## src/hw/rtl/udp_client_session_table_macros.svh

```systemverilog
// Assertion helpers shared by the session table modules.
`ifndef UDP_CLIENT_SESSION_TABLE_MACROS_SVH
`define UDP_CLIENT_SESSION_TABLE_MACROS_SVH

// Same-cycle implication, disabled while reset is low.
`define UCST_ASSERT_IMP(lbl, clk, rst_n, ante, cons, msg) \
    lbl: assert property (@(posedge clk) disable iff (!(rst_n)) (ante) |-> (cons)) \
        else $error(msg);

// Next-cycle implication, disabled while reset is low.
`define UCST_ASSERT_NXT(lbl, clk, rst_n, ante, cons, msg) \
    lbl: assert property (@(posedge clk) disable iff (!(rst_n)) (ante) |=> (cons)) \
        else $error(msg);

`endif

```

## src/hw/rtl/ucst_pkg.sv

```systemverilog
package ucst_pkg;

    localparam int PROTO_W  = 8;
    localparam int PORT_W   = 16;
    localparam int ADDR_W   = 32;
    localparam int COUNT_W  = 32;
    localparam int SLOT_W   = 10;
    localparam int STATUS_W = 3;

    localparam logic [PROTO_W-1:0] UDP_PROTO_NUM = 8'd17;

    typedef enum logic [STATUS_W-1:0] {
        ST_COUNTED      = 3'd0,
        ST_FILTERED     = 3'd1,
        ST_CLOSED       = 3'd2,
        ST_EXIT_UNKNOWN = 3'd3,
        ST_FULL         = 3'd4
    } t_status;

    typedef enum logic [3:0] {
        S_CLEAR,
        S_IDLE,
        S_CHECK,
        S_SCAN,
        S_DECIDE,
        S_FETCH,
        S_UPDATE,
        S_CLOSE,
        S_EMIT
    } t_ctl_state;

    typedef enum logic [1:0] {
        WR_NONE,
        WR_CLEAR,
        WR_CLOSE,
        WR_COUNT
    } t_wr_kind;

    typedef struct packed {
        logic               valid;
        logic [ADDR_W-1:0]  addr;
        logic [PORT_W-1:0]  port;
        logic [COUNT_W-1:0] count;
    } t_entry;

    typedef struct packed {
        logic     load;
        logic     start;
        logic     set_tgt;
        logic     fetch;
        t_wr_kind wr;
        logic     emit;
        t_status  status;
    } t_ctl_cmd;

    typedef struct packed {
        logic filtered;
        logic clr_last;
        logic scan_done;
        logic found;
        logic free_found;
        logic is_exit;
        logic out_free;
    } t_dp_stat;

endpackage

```

## src/hw/rtl/ucst_ctrl.sv

```systemverilog
`include "udp_client_session_table_macros.svh"

module ucst_ctrl import ucst_pkg::*; (
    input  logic     i_clk,
    input  logic     i_rst_n,
    input  logic     i_in_valid,
    output logic     o_in_ready,
    input  t_dp_stat i_stat,
    output t_ctl_cmd o_cmd
);

    t_ctl_state r_state, n_state;
    t_status    r_status, n_status;

    always_ff @(posedge i_clk) begin
        if (!i_rst_n) begin
            r_state <= S_CLEAR;
        end else begin
            r_state <= n_state;
        end
    end

    always_ff @(posedge i_clk) begin
        r_status <= n_status;
    end

    always_comb begin
        n_state       = r_state;
        n_status      = r_status;
        o_in_ready    = 1'b0;
        o_cmd.load    = 1'b0;
        o_cmd.start   = 1'b0;
        o_cmd.set_tgt = 1'b0;
        o_cmd.fetch   = 1'b0;
        o_cmd.wr      = WR_NONE;
        o_cmd.emit    = 1'b0;
        o_cmd.status  = r_status;
        unique case (r_state)
            S_CLEAR: begin
                o_cmd.wr = WR_CLEAR;
                if (i_stat.clr_last) begin
                    n_state = S_IDLE;
                end
            end
            S_IDLE: begin
                o_in_ready = 1'b1;
                o_cmd.load = i_in_valid;
                if (i_in_valid) begin
                    n_state = S_CHECK;
                end
            end
            S_CHECK: begin
                if (i_stat.filtered) begin
                    n_status = ST_FILTERED;
                    n_state  = S_EMIT;
                end else begin
                    o_cmd.start = 1'b1;
                    n_state     = S_SCAN;
                end
            end
            S_SCAN: begin
                if (i_stat.scan_done) begin
                    n_state = S_DECIDE;
                end
            end
            S_DECIDE: begin
                o_cmd.set_tgt = 1'b1;
                if (i_stat.is_exit) begin
                    if (i_stat.found) begin
                        n_state = S_CLOSE;
                    end else begin
                        n_status = ST_EXIT_UNKNOWN;
                        n_state  = S_EMIT;
                    end
                end else if (i_stat.found) begin
                    n_state = S_FETCH;
                end else if (i_stat.free_found) begin
                    n_state = S_UPDATE;
                end else begin
                    n_status = ST_FULL;
                    n_state  = S_EMIT;
                end
            end
            S_FETCH: begin
                o_cmd.fetch = 1'b1;
                n_state     = S_UPDATE;
            end
            S_UPDATE: begin
                o_cmd.wr = WR_COUNT;
                n_status = ST_COUNTED;
                n_state  = S_EMIT;
            end
            S_CLOSE: begin
                o_cmd.wr = WR_CLOSE;
                n_status = ST_CLOSED;
                n_state  = S_EMIT;
            end
            S_EMIT: begin
                if (i_stat.out_free) begin
                    o_cmd.emit = 1'b1;
                    n_state    = S_IDLE;
                end
            end
            default: begin
                n_state = S_CLEAR;
            end
        endcase
    end

    `UCST_ASSERT_NXT(a_accept_to_check, i_clk, i_rst_n, i_in_valid && o_in_ready, r_state == S_CHECK, "accepted word did not move to check")
    `UCST_ASSERT_IMP(a_no_write_in_scan, i_clk, i_rst_n, r_state == S_SCAN, o_cmd.wr == WR_NONE, "table written during scan")
    `UCST_ASSERT_IMP(a_emit_when_free, i_clk, i_rst_n, o_cmd.emit, i_stat.out_free, "result emitted over a pending word")

endmodule

```

## config.mk

```make
export PLATFORM = sky130hd
export DESIGN_NAME = ucst_ctrl
export DESIGN_NICKNAME = d
export VERILOG_FILES = /design/src/hw/rtl/ucst_pkg.sv /design/src/hw/rtl/ucst_ctrl.sv
export VERILOG_INCLUDE_DIRS = /design/src /design/src/hw/rtl
export SDC_FILE = /design/constraint.sdc
export NUM_CORES = 1
export LEC_CHECK = 0
export BUFFER_PORTS_ARGS = -buffer_cell sky130_fd_sc_hd__buf_2
export CORE_AREA = 5 5 42 44
export CTS_BUF_LIST = sky130_fd_sc_hd__clkbuf_16
export DETAILED_ROUTE_END_ITERATION = 12
export DIE_AREA = 0 0 47 49
export PLACE_DENSITY = 0.69
export SLEW_MARGIN = 40
export SYNTH_ARGS = -nofsm -noshare
export SYNTH_HDL_FRONTEND = slang
export SYNTH_SLANG_ARGS = --single-unit
```

## constraint.sdc

```tcl
create_clock -name i_clk -period 2.39 [get_ports i_clk]
set_clock_uncertainty 0.05 [all_clocks]
set_input_delay 0.3585 -clock i_clk [delete_from_list [all_inputs] [get_ports i_clk]]
set_output_delay 0.3585 -clock i_clk [all_outputs]
set_load 0.01 [all_outputs]
```

; After elaboration in Yosys (flattened, before gate mapping)
; Cells that the tools add are included.
; W data, S select, Z words.
[word_totals]
ff_bits = 7
word_cells = 47
[classes]
eq_ne = 15
mux = 25
reduce_logical = 5
[ops]
columns = cell, count
row1 = $mux W4, 9
row2 = $pmux W4 S8, 1
row3 = $eq A4 B3 Y1 const B, 4
row4 = $mux W3, 5
row5 = $ne A2 B2 Y1 const B, 6
row6 = $pmux W3 S4, 1
row7 = $eq A4 B2 Y1 const B, 2
row8 = $mux W1, 8
row9 = $reduce_and A4 Y1, 2
row10 = $pmux W2 S3, 1
row11 = $eq A4 B1 Y1 const B, 1
row12 = $eq A4 B4 Y1 const B, 1
row13 = $logic_not A4 Y1, 1
row14 = $reduce_bool A4 Y1, 1
row15 = $ne A3 B3 Y1 const B, 1
row16 = $reduce_or A2 Y1, 1

; Depth between registers and ports, before layout
; Gate-level depths: netlist of run 1.
[depth]
depth_word = 4
mapped_depth = 5
depth_no_buf = 4

; Worst setup path after synthesis of run 1
; Ideal clock, no wire load.
[synth_path]
kind = flip-flop to output port
from = reg r_state[0]
to = out o_cmd[3] (netlist name)
arrival_ns = 1.105
required_ns = 1.982
path_slack_ns = 0.877
path_stages_with_launch = 4
path_buffers = 1
cell_sequence = dfxtp_1 buf_6 or4b_4 nor2_1
[synth_lines]
columns = item, line
row1 = start: declaration, ucst_ctrl.sv:12  ; t_ctl_state r_state, n_state;
row2 = start signal: assignment, ucst_ctrl.sv:19  ; r_state <= n_state;
row3 = end: declaration, ucst_ctrl.sv:9  ; output t_ctl_cmd o_cmd

==> results.tsv, run 1 <==
stage	metric	value	unit
synth	Cell variety after synth	32	
global_routing	antenna violations before repair	0	
cts	Clk Tree Root Cell	clkbuf_16	
cts	cts repair resizes	0	
cts	total CTS buffers	3	
hold_path	Hold Crit Class	input port to flip-flop	
synth	synth warn	0	
job	Max Cap Viol	0	
timing	Fin Setup TNS	0	ns
cells_and_area	ratio of cells with drive above 1 in the final layout	29.2	%
synth	Mean Syn Cell Area	7.81	um^2
placement	gpl congestion	0.875	
synth	Post-Synthesis Cells	70	
detailed_routing	Routed Antenna Nets	0	
cells_and_area	layout net count	100	
power	leakage	0.339	nW
cts	clock latency on the worst-skew pair	0.23	ns
synth	post-synthesis adder-cell area fraction	0	%
timing	unrepaired setup endpoints after global routing	no	
critical_path	Critical Path RT	1.98	ns
timing	fmax	508	MHz
critical_path	kind of critical path	flip-flop to output port	
die	Die H	49	um
cts	number of hold buffers added after CTS	0	
die	IO Pins	21	
critical_path	Worst setup EP type	output port	
cells_and_area	# diodes	0	
synth	Synth Area in XOR/XNOR	1.60	%
cts	H-tree levels	1	
detailed_routing	Routed WL per cell	13.7	um
synth	share of the synthesized area in the top cell type	16.5	%
critical_path	Critical-path top delay cell	or4b_4	
die	Die X	47	um
synth	largest family of logic cells by synthesized area	simple AND/OR/NAND/NOR gates	
synth	Synth Register Bits	7	
detailed_routing	vias per cell	5.62	
die	FP Rows	14	
critical_path	WP buf/inv	1	
cts	CTS tree	yes	
timing	minimum clock period	1.97	ns
critical_path	critical path arrival	1.56	ns
global_routing	GRT Total Usage	13.7	%
detailed_routing	DR top layer	met4	
synth	area share of and/or/nand/nor cells after synthesis	36.6	%
global_routing	vias in the first global route	561	
cts	post-CTS setup buffers	0	
detailed_routing	WL met1	611	um
critical_path	CP max stage delay	0.61	ns
run_status	status	completed	
detailed_routing	1st-iter DRT viols	11	
die	initial core utilization	39.0	%
critical_path	reg-to-reg startpoint	r_state[1]	
detailed_routing	1st-pass router iterations	4	
detailed_routing	metal2 WL	730	um
cts	Clock Path Buffers	2	
die	Core Area	1400	um^2
critical_path	Max FO, Critical Path	18	
power	Cell Pwr Density	820	nW/um^2
hold_path	Worst Min Path Start	i_rst_n	
synth	mux contribution to synthesized area	3.89	%
timing	final hold vios	0	
critical_path	Critical Path, Cell by Cell	or4b_4, nor2_1, buf_2	
cells_and_area	Syn-to-layout area delta	31.1	%
global_routing	largest net degree at the start of global routing	19	
timing	Worst Tran Pin Value	0.608	ns
placement	DPL Wire Length	1.04	mm
timing	period utilization	82.3	%
cells_and_area	# fillers	155	
timing	Setup violations, final	0	
synth	syn_nets	80	
cts	CTS Sinks	7	
detailed_routing	Met3 Wirelength	91	um
global_routing	grt ovf	0	
detailed_routing	Vias	590	
placement	Port Buffers	20	
timing	WHS	0.335	ns
timing	max-slew violations	0	
die	DIE AREA	2300	um^2
detailed_routing	wirelength, routed	1.44	mm
synth	sequential share of the synthesized area	31.1	%
power	Peak VDD IR	0.000319	V
critical_path	crit path launch type	flip-flop	
timing	relative slew slack	59.4	%
detailed_routing	Remaining DRCs	0	
synth	Synth Area in Compound Gates	20.1	%
synth	cell accounting for the most synthesized area	edfxtp_1	
critical_path	Crit. Startpoint	r_state[0]	
cts	Worst-path clk slew	0.04	ns
global_routing	first-pass GRT wire length	2.35	mm
synth	largest cells by area after synthesis	edfxtp_1 16%, dfxtp_1 15%, nor2_1 6.9%, nand2_1 5.5%, a2bb2oi_1 4.8%	
critical_path	Top delay family on crit path	simple AND/OR/NAND/NOR gates	
synth	synthesized area	547	um^2
-- flip-flops by register name, summed over array words and instances (netlist names) --
register  flops
r_status      3
r_state       4
-- cell usage after synthesis --
master / count
buf_6: 1
nor2_1: 10
mux2i_1: 1
and3b_1: 1
a2bb2oi_1: 3
nor3b_1: 2
a21o_1: 1
o21ai_0: 2
and3_1: 1
and2_1: 3
o21bai_1: 1
nor4b_1: 1
edfxtp_1: 3
nor2b_1: 2
a21boi_0: 1
nand2b_1: 2
clkbuf_1: 2
nor3_2: 1
inv_1: 2
nor4_1: 1
mux2_2: 1
nor3_1: 4
xor2_1: 1
a31oi_1: 1
dfxtp_1: 4
o21ai_1: 1
nand2_1: 8
a211oi_1: 2
or4b_4: 1
a21oi_1: 3
o32a_1: 1
buf_2: 2
-- power by group --
| part | total [mW] | internal [mW] | switching, mW |
|---|---|---|---|
| registers | 0.171 | 0.136 | 0.0351 |
| clock network | 0.283 | 0.218 | 0.0648 |
| logic | 0.135 | 0.0647 | 0.0701 |
| total | 0.588 | 0.418 | 0.170 |
-- worst register-to-register path, cell delays in order, from the launching register on --
cell      delay, ns
dfxtp_1        0.62
nor3b_1        0.25
a21oi_1        0.07
o32a_1         0.33
a211oi_1       0.24
-- placed cells by master, fill, tap and decap left out --
master     count
nor2b_1        2
and2_1         3
nand2b_1       2
nor3_1         4
a21boi_0       1
nor3_2         1
edfxtp_1       3
mux2_2         1
xor2_1         1
nor4_1         1
buf_2         20
or4b_4         1
a21oi_1        3
o21ai_0        2
clkbuf_16      3
nor4b_1        1
o21bai_1       1
a2bb2oi_1      3
and3_1         1
a21o_1         1
and3b_1        1
mux2i_1        1
o21ai_1        1
a31oi_1        1
a211oi_1       2
nor2_1        10
dfxtp_1        4
nand2_1        8
inv_1          3
o32a_1         1
nor3b_1        2
-- area by class of cell --
cell class	instances	area [um^2]	area share (%)
Timing Repair Buffer	20	100	14.0
Inverter	2	7.51	1.05
Multi-Input combinational cell	56	340	47.5
Sequential cell	7	170	23.7
Clock buffer	3	75.1	10.5
Tap cell	16	20.0	2.79
Clock inverter	1	3.75	0.524
-- metrics by stage --
step	utilization [%]	area (um^2)	total power [mW]	instances	setup slack, ns
finish	51.2	717	0.588	105	0.422
global placement	45.5	638	0.301	101	0.703
floorplan	-	547	0.268	70	0.877
detailed placement	45.5	638	0.303	101	0.677
CTS	51.2	717	0.589	105	0.431
global route	51.2	717	0.614	105	0.330
-- worst paths after layout --
| check | to | slack, ns | depth (start not counted) |
|---|---|---|---|
| min reg2reg | r_state[2] | 0.68 | 1 |
| max reg2reg | r_state[1] | 0.74 | 4 |
| min | r_state[0] | 0.34 | 3 |
| max | o_cmd[3] | 0.42 | 3 |
-- layer usage --
metal  global-route usage [%]  vias up
met4                     5.99        0
met1                     17.8      275
met2                     21.3       23
li1                         -      290
met3                     2.58        2
met5                        0        -
-- cells by family after synthesis --
logic type,count (synthesis)
xor gates and xnor gates,1
buffers and inverters,7
DFF,7
AOI/OAI and AO/OA,16
and+or+nand+nor,37
muxes,2
No activity file was read; power rests on OpenSTA's default activity.
==> inputs of run 2 (changes only) <==
Clock period 2.39 ns to 1.9 ns, I/O delays scaled along.
==> run 2 against run 1 <==
  * Hold slack got worse by 0.068 ns
  * Cell count rose by 1.9%
  * Design area rose by 2.4%
  * First-iteration DRC count rose by 27%
  * Sequential power is 19% higher
  * Total power up 27%
  * Highest routed layer unchanged
  * Core utilization is 1.2 points higher
==> results.tsv, run 2 (synthesized netlist as in run 1, its figures left out) <==
stage	metric	value	unit	change
cells_and_area	most frequent cells in the layout	20 x buf_2, 10 x nor2_1, 8 x nand2_1		unchanged
detailed_routing	metal2 WL	667	um	was 730 um
detailed_routing	WL met1	596	um	was 611 um
critical_path	kind of critical path	flip-flop to output port		unchanged
cts	Clock Path Buffers	2		unchanged
timing	Fin Setup TNS	0	ns	unchanged
timing	fmax	567	MHz	
die	Die X	47	um	unchanged
critical_path	R2R Setup Slk	0.30	ns	was 0.74 ns
timing	Setup violations, final	0		unchanged
cells_and_area	commonest non-fill, non-tap cell in the layout	buf_2		unchanged
detailed_routing	Vias	581		was 590
placement	DPL Wire Length	1.03	mm	was 1.04 mm
cts	Worst-path clk slew	0.04	ns	about the same
global_routing	grt ovf	0		unchanged
die	initial core utilization	39.0	%	unchanged
timing	final hold vios	0		unchanged
placement	Port Buffers	20		unchanged
power	Cell Pwr Density	1020	nW/um^2	was 820 nW/um^2
global_routing	vias in the first global route	532		was 561
global_routing	GRT Total Usage	13.5	%	was 13.7%
cells_and_area	biggest registers after layout	r_state x4, r_status x3		unchanged
cells_and_area	Syn-to-layout area delta	34.3	%	was 31.1%
detailed_routing	Met3 Wirelength	87	um	was 91 um
cells_and_area	Largest Register	r_state		unchanged
detailed_routing	Remaining DRCs	0		unchanged
global_routing	largest net degree at the start of global routing	16		was 19
cells_and_area	# diodes	0		unchanged
critical_path	Worst setup EP type	output port		unchanged
die	Core Area	1400	um^2	unchanged
cells_and_area	final instance area	734	um^2	was 717 um^2
cells_and_area	Register Area	173	um^2	was 170 um^2
timing	period utilization	92.8	%	
cells_and_area	area of the multi-input gates	340	um^2	unchanged
detailed_routing	Routed Antenna Nets	0		unchanged
cts	Clk Tree Root Cell	clkbuf_16		unchanged
placement	gpl congestion	0.805		was 0.875
timing	Worst Tran Pin Value	0.357	ns	was 0.608 ns
cts	CTS Sinks	7		unchanged
critical_path	crit path launch type	flip-flop		unchanged
cts	post-CTS setup buffers	0		unchanged
die	IO Pins	21		unchanged
job	Max Cap Viol	0		unchanged
global_routing	first-pass GRT wire length	2.30	mm	was 2.35 mm
cells_and_area	utilization after layout	52.4	%	was 51.2%
detailed_routing	vias per cell	5.43		was 5.62
detailed_routing	DR top layer	met4		unchanged
critical_path	critical path arrival	1.43	ns	was 1.56 ns
die	FP Rows	14		unchanged
power	Design Power	0.748	mW	was 0.588 mW
cts	H-tree levels	1		unchanged
timing	relative slew slack	76.2	%	was 59.4%
detailed_routing	Routed WL per cell	12.9	um	was 13.7 um
timing	WHS	0.268	ns	was 0.335 ns
placement	DP Area	653	um^2	was 638 um^2
timing	minimum clock period	1.76	ns	
cells_and_area	ratio of cells with drive above 1 in the final layout	33.0	%	was 29.2%
run_status	status	completed		unchanged
die	Die H	49	um	unchanged
detailed_routing	1st-pass router iterations	4		unchanged
cts	clock latency on the worst-skew pair	0.23	ns	about the same
cts	number of hold buffers added after CTS	0		unchanged
power	Peak VDD IR	0.000533	V	was 0.000319 V
power	leakage	0.351	nW	was 0.339 nW
timing	unrepaired setup endpoints after global routing	no		unchanged
critical_path	Critical Path RT	1.56	ns	was 1.98 ns
timing	max-slew violations	0		unchanged
hold_path	Hold Crit Class	input port to flip-flop		unchanged
global_routing	antenna violations before repair	0		unchanged
cells_and_area	# fillers	146		was 155
detailed_routing	wirelength, routed	1.38	mm	was 1.44 mm
cells_and_area	number of flip-flops under the largest register name	4		unchanged
critical_path	Max FO, Critical Path	10		was 18
cells_and_area	layout net count	102		was 100
die	DIE AREA	2300	um^2	unchanged
detailed_routing	1st-iter DRT viols	14		was 11
cts	CTS tree	yes		unchanged
cts	total CTS buffers	3		unchanged
==> run 2: power by group <==
part	internal [mW]	switching (mW)
clock	0.274	0.0849
combinational	0.0878	0.0979
sequential	0.172	0.0311
total	0.534	0.214
==> run 2: through the flow <==
stage / instances / worst slack [ns]
after floorplan: 70 / 0.460
after global placement: 103 / 0.325
after CTS: 107 / 0.0784
after detailed placement: 103 / 0.307
final: 107 / 0.136
after global routing: 107 / 0.0264
==> run 2: cell type report <==
class,instances,area share (%)
multi-input cells,56,46.3
flip-flops and latches,7,23.5
repair buffers,22,15.7
clock buffers,3,10.2
well taps,16,2.73
inverters,2,1.02
clock inverters,1,0.511
==> run 2: repair_timing <==
| action | CTS | global route |
|---|---|---|
| resized for setup | 0 | 2 |
| endpoints found under the setup margin | 0 | 1 |
| endpoints found under the hold margin | 0 | 0 |
==> run 2: worst max-delay path, stage by stage (launching register included) <==
cell	delay, ns
dfxtp_1	0.41
or4b_4	0.56
nor2_1	0.10
buf_2	0.13
==> run 2: path summary, 6_finish.rpt <==
| kind | to | start | depth (start not counted) |
|---|---|---|---|
| setup / recovery | o_cmd[3] | r_state[0] | 3 |
| hold / removal | r_state[0] | i_rst_n | 3 |
| setup reg to reg | r_state[2] | r_state[0] | 5 |
| hold reg to reg | r_state[2] | r_state[3] | 2 |
==> run 2: metal layers <==
metal	vias up	track usage, %
li1	296	-
met1	257	17.5
met2	22	20.4
met3	6	2.58
met4	0	6.91
met5	-	0
